### src/design/rsf_pkg.sv
`timescale 1ns / 1ps
// Shared types, constants and helpers of the RGB sharpen filter.
package rsf_pkg;

    // Pixel channel width and clamp limit
    localparam int CHAN_BITS = 8;
    localparam logic [CHAN_BITS-1:0] PIX_MAX = 8'd255;

    // Configuration register widths and reset values
    localparam int CFG_WIDTH_BITS     = 12;
    localparam int CFG_HEIGHT_BITS    = 16;
    localparam int CFG_DATA_BITS      = 16;
    localparam int CFG_WIDTH_MAX      = (1 << CFG_WIDTH_BITS) - 1;
    localparam int FRAME_WIDTH_RESET  = 640;
    localparam int FRAME_HEIGHT_RESET = 480;

    // Default largest supported line length
    localparam int MAX_WIDTH_DEFAULT = 2048;

    // Request opcode
    typedef enum logic [0:0] {
        OP_PIXEL = 1'b0,
        OP_DRAIN = 1'b1
    } op_t;

    // Configuration register index
    typedef enum logic [0:0] {
        REG_FRAME_WIDTH  = 1'b0,
        REG_FRAME_HEIGHT = 1'b1
    } cfg_idx_t;

    typedef struct packed {
        logic [CHAN_BITS-1:0] red;
        logic [CHAN_BITS-1:0] green;
        logic [CHAN_BITS-1:0] blue;
    } pixel_t;

    // Control from the sequencer to the datapath: advance/emit decisions
    // and, for the border, which neighbors are real (else the center repeats)
    typedef struct packed {
        logic advance;
        logic emit;
        logic last;
        logic use_up;
        logic use_dn;
        logic use_lf;
        logic use_rt;
    } ctrl_t;

    // Widest line actually reachable: the parameter or the register range
    function automatic int eff_width_max(input int max_width);
        return (max_width < CFG_WIDTH_MAX) ? max_width : CFG_WIDTH_MAX;
    endfunction

endpackage

### src/design/rsf_sharpen.sv
`timescale 1ns / 1ps
// Border replication and per-channel 5-point sharpen with clamp.
module rsf_sharpen import rsf_pkg::*; (
    input  ctrl_t  ctl,
    input  pixel_t tap_up,
    input  pixel_t tap_dn,
    input  pixel_t tap_lf,
    input  pixel_t tap_rt,
    input  pixel_t tap_ctr,
    output pixel_t result
);

    pixel_t up, dn, lf, rt;

    // 5*c - u - d - l - r, clamped to 0..255
    function automatic logic [CHAN_BITS-1:0] sharpen_ch(
        input logic [CHAN_BITS-1:0] c,
        input logic [CHAN_BITS-1:0] u,
        input logic [CHAN_BITS-1:0] d,
        input logic [CHAN_BITS-1:0] l,
        input logic [CHAN_BITS-1:0] r
    );
        logic [CHAN_BITS+3:0] acc;
        acc = {2'b00, c, 2'b00} + {4'b0000, c}
            - {4'b0000, u} - {4'b0000, d} - {4'b0000, l} - {4'b0000, r};
        priority if (acc[CHAN_BITS+3])
            return '0;
        else if (|acc[CHAN_BITS+2:CHAN_BITS])
            return PIX_MAX;
        else
            return acc[CHAN_BITS-1:0];
    endfunction

    // Replace out-of-frame neighbors by the center
    always_comb
    begin
        up = ctl.use_up ? tap_up : tap_ctr;
        dn = ctl.use_dn ? tap_dn : tap_ctr;
        lf = ctl.use_lf ? tap_lf : tap_ctr;
        rt = ctl.use_rt ? tap_rt : tap_ctr;
    end

    always_comb
    begin
        result.red   = sharpen_ch(tap_ctr.red, up.red, dn.red, lf.red, rt.red);
        result.green = sharpen_ch(tap_ctr.green, up.green, dn.green,
                                  lf.green, rt.green);
        result.blue  = sharpen_ch(tap_ctr.blue, up.blue, dn.blue,
                                  lf.blue, rt.blue);
    end

endmodule

### config.mk
export PLATFORM = sky130hd
export DESIGN_NAME = rsf_sharpen
export DESIGN_NICKNAME = d
export VERILOG_FILES = /design/src/design/rsf_pkg.sv /design/src/design/rsf_sharpen.sv
export SDC_FILE = /design/constraint.sdc
export NUM_CORES = 1
export LEC_CHECK = 0
export BUFFER_PORTS_ARGS = -buffer_cell sky130_fd_sc_hd__buf_2
export CAP_MARGIN = 20
export CORE_ASPECT_RATIO = 0.75
export CORE_MARGIN = 3
export CORE_UTILIZATION = 55
export DETAILED_ROUTE_END_ITERATION = 7
export PLACE_DENSITY = 0.85
export SYNTH_ARGS = -nofsm -noshare
export SYNTH_HDL_FRONTEND = slang
export SYNTH_SLANG_ARGS = --single-unit
### constraint.sdc
create_clock -name vclk -period 8.75
set_clock_uncertainty 0.15 [all_clocks]
set_input_delay 1.75 -clock vclk [all_inputs]
set_output_delay 1.75 -clock vclk [all_outputs]
set_load 0.03 [all_outputs]
==> results.md <==
- Post-CTS Setup Bufs: 0
- Critical path type: in -> out
- Syn. warnings: 0
- GRT Util Overall: between 20% and 30%
- Syn Nets: about 850
- Worst slew pin tran: around 840 ps
- Final period util: a little over nine tenths
- First-pass GRT wire length: about 20000 µm
- Final design utilization: 67.03%
- Max FO, Critical Path: 36
- Fin area: 0.005764 mm²
- Vias: between 4000 and 5000
- Outcome: finished, final reports clean
- Post-Syn Area: roughly 0.0049 mm²
- I/O pin total: ~150
- DRC: 0
- # clk buffers: 0
- Distinct cells, synth: 26
- RSZ-0062 raised after global routing: false
- Share of layout cells above drive strength 1: between 20% and 30%
- Pwr/cell area: about 330 mW/mm²
- Final min period: between 8000 and 9000 ps
- Post-DR vias/cell: ~5.4
- ANT cells: 0
- FF+latch count: 0
- Die area: approximately 0.010 mm²
- Area after DPL: 0.005764 mm²
- Max Slew Vio Count: 0
- Max-slew headroom: between 40% and 50%
- Gate Count Post-Synth: 586
- Fin Setup TNS: 0 ps
- CP max stage delay: around 630 ps
- Hold-fix buffers, CTS: 0
- Chip Width: ~120 µm
- Crit-path slowest cell: buf_2
- GPL Wtd Cong: 0.9284
- GRT overflow: 0
- Critical Path RT: about 7000 ps
- Startpoint types: input pin
- Max Cap Viol: 0
- HPWL after DPL: roughly 10000 µm
- Fmax: between 100 and 150 MHz
- VDD IR-drop max: approximately 360 µV
- Worst hold-check path type: in -> out
- FP Rows: 29
- WHS Endpoint: result[16]
- Crit. End Element: output port
- Largest net degree at the start of global routing: 37
- Final setup viols: 0
- Initial antenna violation count: 0
- Routed len/inst: 14.37 µm
- Reg area: 0 µm²
- Vias in the first global route: approximately 4600
- Delay-heaviest family, CP: compound AO/OA/AOI/OAI gates
- Initial core utilization: around 57%
- Static leakage: approximately 3.1 nW
- Die span in y: between 80 and 90 µm
- Worst-path cell chain: buf_2 > o21ai_0 > fa_1 > inv_1 > fa_1 > inv_1 > fa_1 > inv_1 > ha_1 > a21oi_1 > o211ai_1 > a31oi_1 > o21ai_0 > a21oi_1 > a21oi_1 > buf_2
- Hold depth: 5
- Post-synthesis sequential area ratio: 0%
- Buf/Inv on CP: 5
- CP Data Arrival Time: around 6400 ps
- Post-CTS Resized: 0
- Drt pass-1 iters: 5
- Antenna-violating nets left: 0
- Initial detailed-routing violation count: roughly 190
- Number of I/O port buffers: ~150
- Routed wire length: ~12000 µm
- Final hold vios: 0
- Area growth, synth to finish: 17.02%
- Layout Nets: ~990
- Synth Area per Inst: between 8 and 9 µm²
- Hold Startpoint: tap_ctr[16]
- Total core area: approximately 0.0086 mm²
==> kinds of logic after synthesis <==
family	count (synthesis)	share of synthesized area (%)
buf+inv	157	11.96
fa+ha+maj	135	48.01
compound gates	132	15.88
simple gates	72	6.477
mux	57	11.81
xor+xnor	33	5.867
==> Yosys cell counts, types with 6 or more instances <==
master | count | area share (%)
o21ai_0 | 48 | 4.9
a21oi_1 | 48 | 4.9
mux2_2 | 9 | 2.1
ha_1 | 45 | 11
nand2_1 | 54 | 4.1
o211ai_1 | 6 | 0.91
nand3_1 | 9 | 0.91
a21o_1 | 8 | 1.2
inv_1 | 141 | 11
nor2_1 | 6 | 0.46
fa_1 | 90 | 37
mux2i_1 | 48 | 9.8
xnor2_1 | 27 | 4.8
xor2_1 | 6 | 1.1
clkbuf_1 | 13 | 0.99
==> power breakdown <==
part / internal, mW / switching [mW]
Combinational: 0.747 / 1.13
Clock: 0 / 0
Sequential: 0 / 0
==> placed cells by master, fill, tap and decap left out <==
cell type	instances
a211oi_2	3
a21o_1	8
a21o_2	1
a21oi_1	48
a221oi_2	3
a31oi_1	3
buf_2	148
buf_4	3
fa_1	90
ha_1	45
inv_1	141
mux2_2	9
mux2i_1	48
nand2_1	54
nand3_1	9
nor2_1	6
nor3_4	3
o211ai_1	6
o21a_1	3
o21ai_0	48
o21ai_1	1
o21ai_2	2
o21bai_1	3
o22ai_1	3
xnor2_1	27
xor2_1	6
==> worst max-delay path by stage <==
stage | from | to | slack (ps) | cells after the start
after floorplan | ctl[2] | result[16] | 760 | 16
final | ctl[3] | result[0] | 430 | 16
after CTS | ctl[3] | result[0] | 490 | 16
after global routing | ctl[3] | result[2] | 100 | 16
after global placement | ctl[3] | result[2] | 630 | 16
after detailed placement | ctl[3] | result[0] | 520 | 16
==> worst min-delay path: stages <==
cell and delay (ps):
buf_2 200, ha_1 170, inv_1 30, a21oi_1 120, buf_2 210
==> layer usage <==
layer / global-route usage, % / vias up / routed length (µm)
met5: 0 / - / 0
met4: 4.264 / 0 / 126
met3: 2.141 / 14 / 747
met2: 45.01 / 165 / 6013
met1: 31.34 / 2148 / 5027
li1: - / 2152 / -
==> through the flow <==
stage	instances	setup WS (ps)	hold slack (ps)	power, mW
after floorplan	586	755.5	3781	1.484
after global placement	829	628.6	4053	1.793
after detailed placement	829	518.2	4085	1.867
after CTS	829	486.5	4091	1.879
after global routing	829	99.33	4134	2.106
final	829	425.6	4083	1.881
==> area by class of cell <==
cell class	instances	area [µm²]
Timing Repair Buffer	151	763.2
Multi-Input combinational cell	429	4337
Tap cell	108	135.1
Fill cell	728	2835
Inverter	141	529.3
No activity file was read; power rests on OpenSTA's default activity.
