===== config.mk =====
export PLATFORM = sky130hd
export DESIGN_NAME = rsf_ctrl
export DESIGN_NICKNAME = d
export VERILOG_FILES = /design/src/design/rsf_pkg.sv /design/src/design/rsf_ctrl.sv
export SDC_FILE = /design/constraint.sdc
export NUM_CORES = 1
export LEC_CHECK = 0
export ABC_AREA = 1
export BUFFER_PORTS_ARGS = -buffer_cell sky130_fd_sc_hd__buf_2
export CORE_AREA = 2 2 121 123
export DETAILED_ROUTE_END_ITERATION = 10
export DIE_AREA = 0 0 123 125
export GPL_TIMING_DRIVEN = 1
export HOLD_SLACK_MARGIN = 0.12
export PLACE_DENSITY = 0.74
export SKIP_CTS_REPAIR_TIMING = 1
export SLEW_MARGIN = 20
export SYNTH_ARGS = -nofsm -noshare
export SYNTH_HDL_FRONTEND = slang
export SYNTH_SLANG_ARGS = --single-unit

===== constraint.sdc =====
create_clock -name clk -period 3.6 [get_ports clk]
set_clock_uncertainty 0.1 [all_clocks]
set_input_delay 0.18 -clock clk [delete_from_list [all_inputs] [get_ports clk]]
set_output_delay 0.18 -clock clk [all_outputs]
set_load 0.01 [all_outputs]

===== src/design/rsf_pkg.sv =====
`timescale 1ns / 1ps
// Shared types, constants and helpers of the RGB sharpen filter.
package rsf_pkg;

    // Pixel channel width and clamp limit
    localparam int CHAN_BITS = 8;
    localparam logic [CHAN_BITS-1:0] PIX_MAX = 8'd255;

    // Configuration register widths and reset values
    localparam int CFG_WIDTH_BITS     = 12;
    localparam int CFG_HEIGHT_BITS    = 16;
    localparam int CFG_DATA_BITS      = 16;
    localparam int CFG_WIDTH_MAX      = (1 << CFG_WIDTH_BITS) - 1;
    localparam int FRAME_WIDTH_RESET  = 640;
    localparam int FRAME_HEIGHT_RESET = 480;

    // Default largest supported line length
    localparam int MAX_WIDTH_DEFAULT = 2048;

    // Request opcode
    typedef enum logic [0:0] {
        OP_PIXEL = 1'b0,
        OP_DRAIN = 1'b1
    } op_t;

    // Configuration register index
    typedef enum logic [0:0] {
        REG_FRAME_WIDTH  = 1'b0,
        REG_FRAME_HEIGHT = 1'b1
    } cfg_idx_t;

    typedef struct packed {
        logic [CHAN_BITS-1:0] red;
        logic [CHAN_BITS-1:0] green;
        logic [CHAN_BITS-1:0] blue;
    } pixel_t;

    // Control from the sequencer to the datapath: advance/emit decisions
    // and, for the border, which neighbors are real (else the center repeats)
    typedef struct packed {
        logic advance;
        logic emit;
        logic last;
        logic use_up;
        logic use_dn;
        logic use_lf;
        logic use_rt;
    } ctrl_t;

    // Widest line actually reachable: the parameter or the register range
    function automatic int eff_width_max(input int max_width);
        return (max_width < CFG_WIDTH_MAX) ? max_width : CFG_WIDTH_MAX;
    endfunction

endpackage


===== src/design/rsf_ctrl.sv =====
`timescale 1ns / 1ps
// Frame sequencer: config registers, input/output position and warm-up.
module rsf_ctrl import rsf_pkg::*; #(
    parameter int MAX_WIDTH = MAX_WIDTH_DEFAULT
) (
    input  logic                                    clk,
    input  logic                                    rst_n,
    input  logic                                    cfg_wr,
    input  cfg_idx_t                                cfg_index,
    input  logic [CFG_DATA_BITS-1:0]                cfg_data,
    input  logic                                    step,
    input  op_t                                     op,
    output ctrl_t                                   ctl,
    output logic [$clog2(eff_width_max(MAX_WIDTH))-1:0] wr_col,
    output logic [$clog2(eff_width_max(MAX_WIDTH))-1:0] rd_col
);

    localparam int WMAX = eff_width_max(MAX_WIDTH);
    localparam int EW   = $clog2(WMAX + 1);
    localparam int AW   = $clog2(WMAX);
    localparam int HW   = CFG_HEIGHT_BITS;

    localparam logic [EW-1:0] W_RESET =
        EW'((FRAME_WIDTH_RESET < WMAX) ? FRAME_WIDTH_RESET : WMAX);
    localparam logic [HW-1:0] H_RESET = HW'(FRAME_HEIGHT_RESET);
    localparam logic [CFG_WIDTH_BITS-1:0] W_LIMIT = CFG_WIDTH_BITS'(WMAX);

    logic [EW-1:0] w_eff_reg, w_eff_next;
    logic [HW-1:0] h_eff_reg, h_eff_next;
    logic [AW-1:0] in_col_reg, in_col_next;
    logic [HW-1:0] in_row_reg, in_row_next;
    logic          in_done_reg, in_done_next;
    logic [EW:0]   warm_reg, warm_next;
    logic          active_reg, active_next;
    logic [AW-1:0] out_col_reg, out_col_next;
    logic [HW-1:0] out_row_reg, out_row_next;

    logic [EW-1:0]             w_m1;
    logic [HW-1:0]             h_m1;
    logic                      in_wrap;
    logic                      out_wrap;
    logic                      out_end_row;
    logic                      warm_full;
    logic                      frame_end;
    logic [AW-1:0]             in_col_inc;
    logic [CFG_WIDTH_BITS-1:0] cfg_w;

    // Position decode
    always_comb
    begin
        w_m1        = w_eff_reg - 1'b1;
        h_m1        = h_eff_reg - 1'b1;
        in_wrap     = (EW'(in_col_reg) == w_m1);
        in_col_inc  = in_wrap ? '0 : AW'(in_col_reg + 1'b1);
        out_wrap    = (EW'(out_col_reg) == w_m1);
        out_end_row = (out_row_reg == h_m1);
        warm_full   = (warm_reg == ({1'b0, w_eff_reg} + 1'b1));
        cfg_w       = cfg_data[CFG_WIDTH_BITS-1:0];
    end

    // Per-request decisions
    always_comb
    begin
        ctl.advance = in_done_reg || (op == OP_PIXEL);
        ctl.emit    = ctl.advance && (active_reg || warm_full);
        ctl.last    = out_end_row && out_wrap;
        ctl.use_up  = (out_row_reg != '0);
        ctl.use_dn  = !out_end_row;
        ctl.use_lf  = (out_col_reg != '0);
        ctl.use_rt  = !out_wrap;
    end

    assign frame_end = step && ctl.emit && ctl.last;

    // Next state
    always_comb
    begin
        w_eff_next   = w_eff_reg;
        h_eff_next   = h_eff_reg;
        in_col_next  = in_col_reg;
        in_row_next  = in_row_reg;
        in_done_next = in_done_reg;
        warm_next    = warm_reg;
        active_next  = active_reg;
        out_col_next = out_col_reg;
        out_row_next = out_row_reg;
        priority if (cfg_wr)
        begin
            unique case (cfg_index)
                REG_FRAME_WIDTH:
                begin
                    priority if (cfg_w == '0)
                        w_eff_next = EW'(1);
                    else if (cfg_w > W_LIMIT)
                        w_eff_next = EW'(WMAX);
                    else
                        w_eff_next = EW'(cfg_w);
                end
                REG_FRAME_HEIGHT:
                begin
                    h_eff_next = (cfg_data == '0) ? HW'(1) : cfg_data;
                end
            endcase
            in_col_next  = '0;
            in_row_next  = '0;
            in_done_next = 1'b0;
            warm_next    = '0;
            active_next  = 1'b0;
            out_col_next = '0;
            out_row_next = '0;
        end
        else if (frame_end)
        begin
            in_col_next  = '0;
            in_row_next  = '0;
            in_done_next = 1'b0;
            warm_next    = '0;
            active_next  = 1'b0;
            out_col_next = '0;
            out_row_next = '0;
        end
        else if (step && ctl.advance)
        begin
            // input position; row stops counting once the frame is in
            in_col_next = in_col_inc;
            if (in_wrap && !in_done_reg)
            begin
                if (in_row_reg == h_m1)
                    in_done_next = 1'b1;
                else
                    in_row_next = in_row_reg + 1'b1;
            end
            // warm-up: one line plus one request before the first result
            if (!active_reg)
            begin
                warm_next = warm_reg + 1'b1;
                if (warm_full)
                    active_next = 1'b1;
            end
            // output position
            if (ctl.emit)
            begin
                if (out_wrap)
                begin
                    out_col_next = '0;
                    out_row_next = out_row_reg + 1'b1;
                end
                else
                begin
                    out_col_next = out_col_reg + 1'b1;
                end
            end
        end
        else
        begin
            // idle cycle or early drain: position holds
        end
    end

    always_ff @(posedge clk or negedge rst_n)
    begin
        if (!rst_n)
        begin
            w_eff_reg   <= W_RESET;
            h_eff_reg   <= H_RESET;
            in_col_reg  <= '0;
            in_row_reg  <= '0;
            in_done_reg <= 1'b0;
            warm_reg    <= '0;
            active_reg  <= 1'b0;
            out_col_reg <= '0;
            out_row_reg <= '0;
        end
        else
        begin
            w_eff_reg   <= w_eff_next;
            h_eff_reg   <= h_eff_next;
            in_col_reg  <= in_col_next;
            in_row_reg  <= in_row_next;
            in_done_reg <= in_done_next;
            warm_reg    <= warm_next;
            active_reg  <= active_next;
            out_col_reg <= out_col_next;
            out_row_reg <= out_row_next;
        end
    end

    // Line store column: write where we are, prefetch where we go next
    assign wr_col = in_col_reg;
    assign rd_col = in_col_next;

    // Checks
    a_in_col_range: assert property (@(posedge clk) disable iff (!rst_n)
        (EW'(in_col_reg) < w_eff_reg))
        else $error("input column beyond line width");

    a_out_pos_range: assert property (@(posedge clk) disable iff (!rst_n)
        (out_row_reg < h_eff_reg) && (EW'(out_col_reg) < w_eff_reg))
        else $error("output position outside the frame");

    a_frame_end_clears: assert property (@(posedge clk) disable iff (!rst_n)
        frame_end |=> (out_row_reg == '0) && (out_col_reg == '0) &&
                      (in_col_reg == '0) && !active_reg && !in_done_reg)
        else $error("counters not cleared after frame end");

    a_early_drain_idle: assert property (@(posedge clk) disable iff (!rst_n)
        (step && !ctl.advance && !cfg_wr) |=>
            $stable(in_col_reg) && $stable(warm_reg) && $stable(out_col_reg))
        else $error("early drain request changed state");

endmodule


==> out/results.tsv <==
stage	metric	value	unit
worst_hold_path	Hold Path Origin	cfg_wr	
route	via count	7989	
yosys	top_reg_cell synth	dfrtp_1	
timing	setup TNS	0	ns
floorplanning	Die ar.	0.0154	sq mm
pwr	total power	3.04	mW
setup_path	crit path to	rd_col[10]	
grt	pin count of the biggest net entering global routing	61	
yosys	post-synthesis mux area share	0	%
cells_and_area	layout net count	1282	
setup_path	Crit. End Element	output port	
cells_and_area	final cell count without fillers	1439	
yosys	main combinational cell family by area after synthesis	simple AND/OR/NAND/NOR gates	
floorplanning	overall die height	125	um
yosys	yosys warns	0	
run_status	status	finished, final reports clean	
route	DRT iter0 DRCs	810	
floorplanning	die width	123	um
setup_path	r2r setup slk	0.68	ns
timing	final count of negative-setup-slack endpoints	0	
placed_design	Placed Area	0.00805	sq mm
setup_path	Worst R2R Start	w_eff_reg[0]	
cts	Num CTS Buffers	9	
yosys	Mapped Area	0.00761	sq mm
yosys	area leader, netlist	dfrtp_1	
setup_path	slowest CP cell	dfrtp_1	
timing	minimum clock period	3.29	ns
route	final WL	22.3	mm
cells_and_area	Final Cell Area	0.00855	sq mm
setup_path	Crit path required time	3.32	ns
route	Final ANT Viol Nets	0	
cts	clock-pin slew on the worst setup and hold paths	0.07	ns
timing	final worst-path cycle share	91.4	%
placed_design	dpl hpwl	17.4	mm
worst_hold_path	hold depth	4	
cts	H-tree depth	3	
cts	CTS root buf	clkbuf_16	
setup_path	Worst Path Buf+Inv	2	
yosys	sequential area share after synthesis	32.0	%
yosys	Cells after Synth	1187	
floorplanning	initial core utilization	53.6	%
route	Vias/cell	5.55	
yosys	EDFF count, synth	0	
yosys	Synthesized Nets	1219	
setup_path	RR Endpoint	in_row_reg[5]	
floorplanning	row count	44	
cells_and_area	fill count	1348	
setup_path	critical path startpoint	h_eff_reg[0]	
pwr	Peak supply drop	235	uV
setup_path	CP Depth	16	
floorplanning	CORE AREA	0.0142	sq mm
cells_and_area	post-layout util	60.2	%
setup_path	Worst Setup Start Kind	flip-flop	
yosys	Netlist cell types	36	
pwr	Leak Pwr	4.20	nW
grt	vias in the first global route	7058	
yosys	Synth Area in Compound Gates	5.23	%
yosys	asr flop ratio synth	100	%
route	DR WL/cell	15.5	um
setup_path	CP Cell Sequence	inv_1 -> ha_1 -> nand2_1 -> nor2_2 -> nand3_1 -> nand3_1 -> nand2_1 -> nor2_1 -> nand2_1 -> nor2_2 -> nand3_4 -> nor2_8 -> nor2_4 -> nand2_4 -> nor2_1 -> buf_2	
grt	Congestion Overflow GR	0	
yosys	Adder-Cell Fraction of Synth Area	1.64	%
setup_path	worst path arrival time	3.01	ns
setup_path	Most common cell on crit path	nand2_1	
yosys	Post-Synth XOR/XNOR Area	5.98	%
setup_path	CP Class	flip-flop to output port	
timing	fmax	304	MHz
yosys	post-synthesis simple-gate area fraction	46.1	%
cts	Clock Latency Late Sink	0.36	ns
placed_design	Placer Congestion	0.965	
cts	# clock sinks	97	
cts	CTS Buffer Depth	2	
timing	Slew Limit Fails	0	
worst_hold_path	HP Class	primary input to flip-flop	
floorplanning	number of I/O pins	51	
timing	RSZ-0062 raised after global routing	false	
cells_and_area	ANT cells	0	
setup_path	Top delay family on crit path	simple AND/OR/NAND/NOR gates	
yosys	syn_area_per_cell	6.41	sq um
setup_path	Crit path largest cell delay	0.42	ns
yosys	Area contributors post-synth	dfrtp_1 (30%), nand2_1 (18%), nand3_1 (11%)	
setup_path	worst-case reg-to-reg path depth	18	
timing	final hold vios	0	
cells_and_area	most frequent cells in the layout	nand2_1 (355), nand3_1 (160), nor2_1 (147), inv_1 (144), dfrtp_1 (91)	
yosys	post-synthesis register bit count	97	
cts	CTS tree	done	
route	first-pass iteration count of the detailed router	5	
timing	headroom to the max-slew limit	47.9	%
cells_and_area	area grow syn2layout	12.3	%
pwr	power density over the cells	356	mW/mm^2
route	DRC Markers	0	
grt	first-pass GRT wire length	36.3	mm
placed_design	IO buf count	50	
grt	initial antenna violation count	0	
yosys	post-synth top area share	29.9	%
setup_path	Worst Path Max Fanout	11	
cells_and_area	share of layout cells above drive strength 1	9.48	%
timing	Worst-Margin Slew	0.781	ns
cells_and_area	commonest non-fill, non-tap cell in the layout	nand2_1	
grt	Overall Global Routing Usage	29.8	%
placed_design	Inst Count DP	1406	
flow_run	Max-Cap Viols	0	
-- kinds of logic after synthesis --
family / count (synthesis)
simple gates: 786
xor+xnor: 52
compound gates: 68
fa+ha+maj: 10
flops: 97
buf+inv: 174
-- layer usage --
layer,up-vias,global-route usage [%],routed length (um)
li1,3973,-,-
met1,3661,47.4,11000
met2,323,40.5,8980
met3,32,6.25,1950
met4,0,8.29,398
met5,-,0,0
-- where the power goes --
group | internal [mW] | switching (mW) | total, mW
Sequential | 1.15 | 0.107 | 1.26
Combinational | 0.273 | 0.536 | 0.809
Clock | 0.504 | 0.475 | 0.979
Total | 1.93 | 1.12 | 3.04
-- how the worst min path moves through the flow --
stage / endpoint / slack (ns)
2_1_floorplan: active_reg / -0.22
3_5_place_dp: out_col_reg[3] / 0.21
5_1_grt: out_col_reg[10] / 0.18
3_3_place_gp: out_col_reg[3] / 0.20
6_report: out_col_reg[9] / 0.16
4_1_cts: out_col_reg[3] / -0.18
-- final cells by class --
type	count	area, sq um	share of cell area, %
multi-input combinational	916	4520	52.9
sequential	97	2430	28.5
inverter	148	558	6.53
timing repair buffer	78	505	5.91
clock buffer	10	239	2.80
tap	184	230	2.69
clock inverter	6	61.3	0.717
-- worst reg2reg max path, delay by kind of cell (launching register included) --
| family | cells | cell delay [ns] |
|---|---|---|
| simple gates | 12 | 1.33 |
| flops | 1 | 0.49 |
| buf+inv | 3 | 0.39 |
| compound gates | 2 | 0.30 |
| fa+ha+maj | 1 | 0.20 |
-- per-stage QoR --
step | hold WS (ns) | worst slack [ns]
6_report | 0.165 | 0.310
5_1_grt | 0.185 | 0.00891
4_1_cts | -0.181 | -0.133
3_5_place_dp | 0.209 | 0.265
3_3_place_gp | 0.198 | 0.358
2_1_floorplan | -0.216 | 0.884
-- cells in the mapped netlist (3+ instances only) --
library cell and n:
dfrtp_1 91, buf_2 14, ha_1 10, nand3_1 160, a21oi_1 14, nor2_2 10, nand4_1 42, dfstp_2 6
xor2_1 43, nand3b_1 13, nand2_1 356, nor3_1 27, xnor2_1 9, o21ai_0 33, o22ai_1 11, o21ai_1 4
clkbuf_1 7, nor2_1 149, nor4_1 13, inv_1 144, nor2_4 7, inv_2 3, buf_4 5, nand2_2 4
No activity file was read; power rests on OpenSTA's default activity.
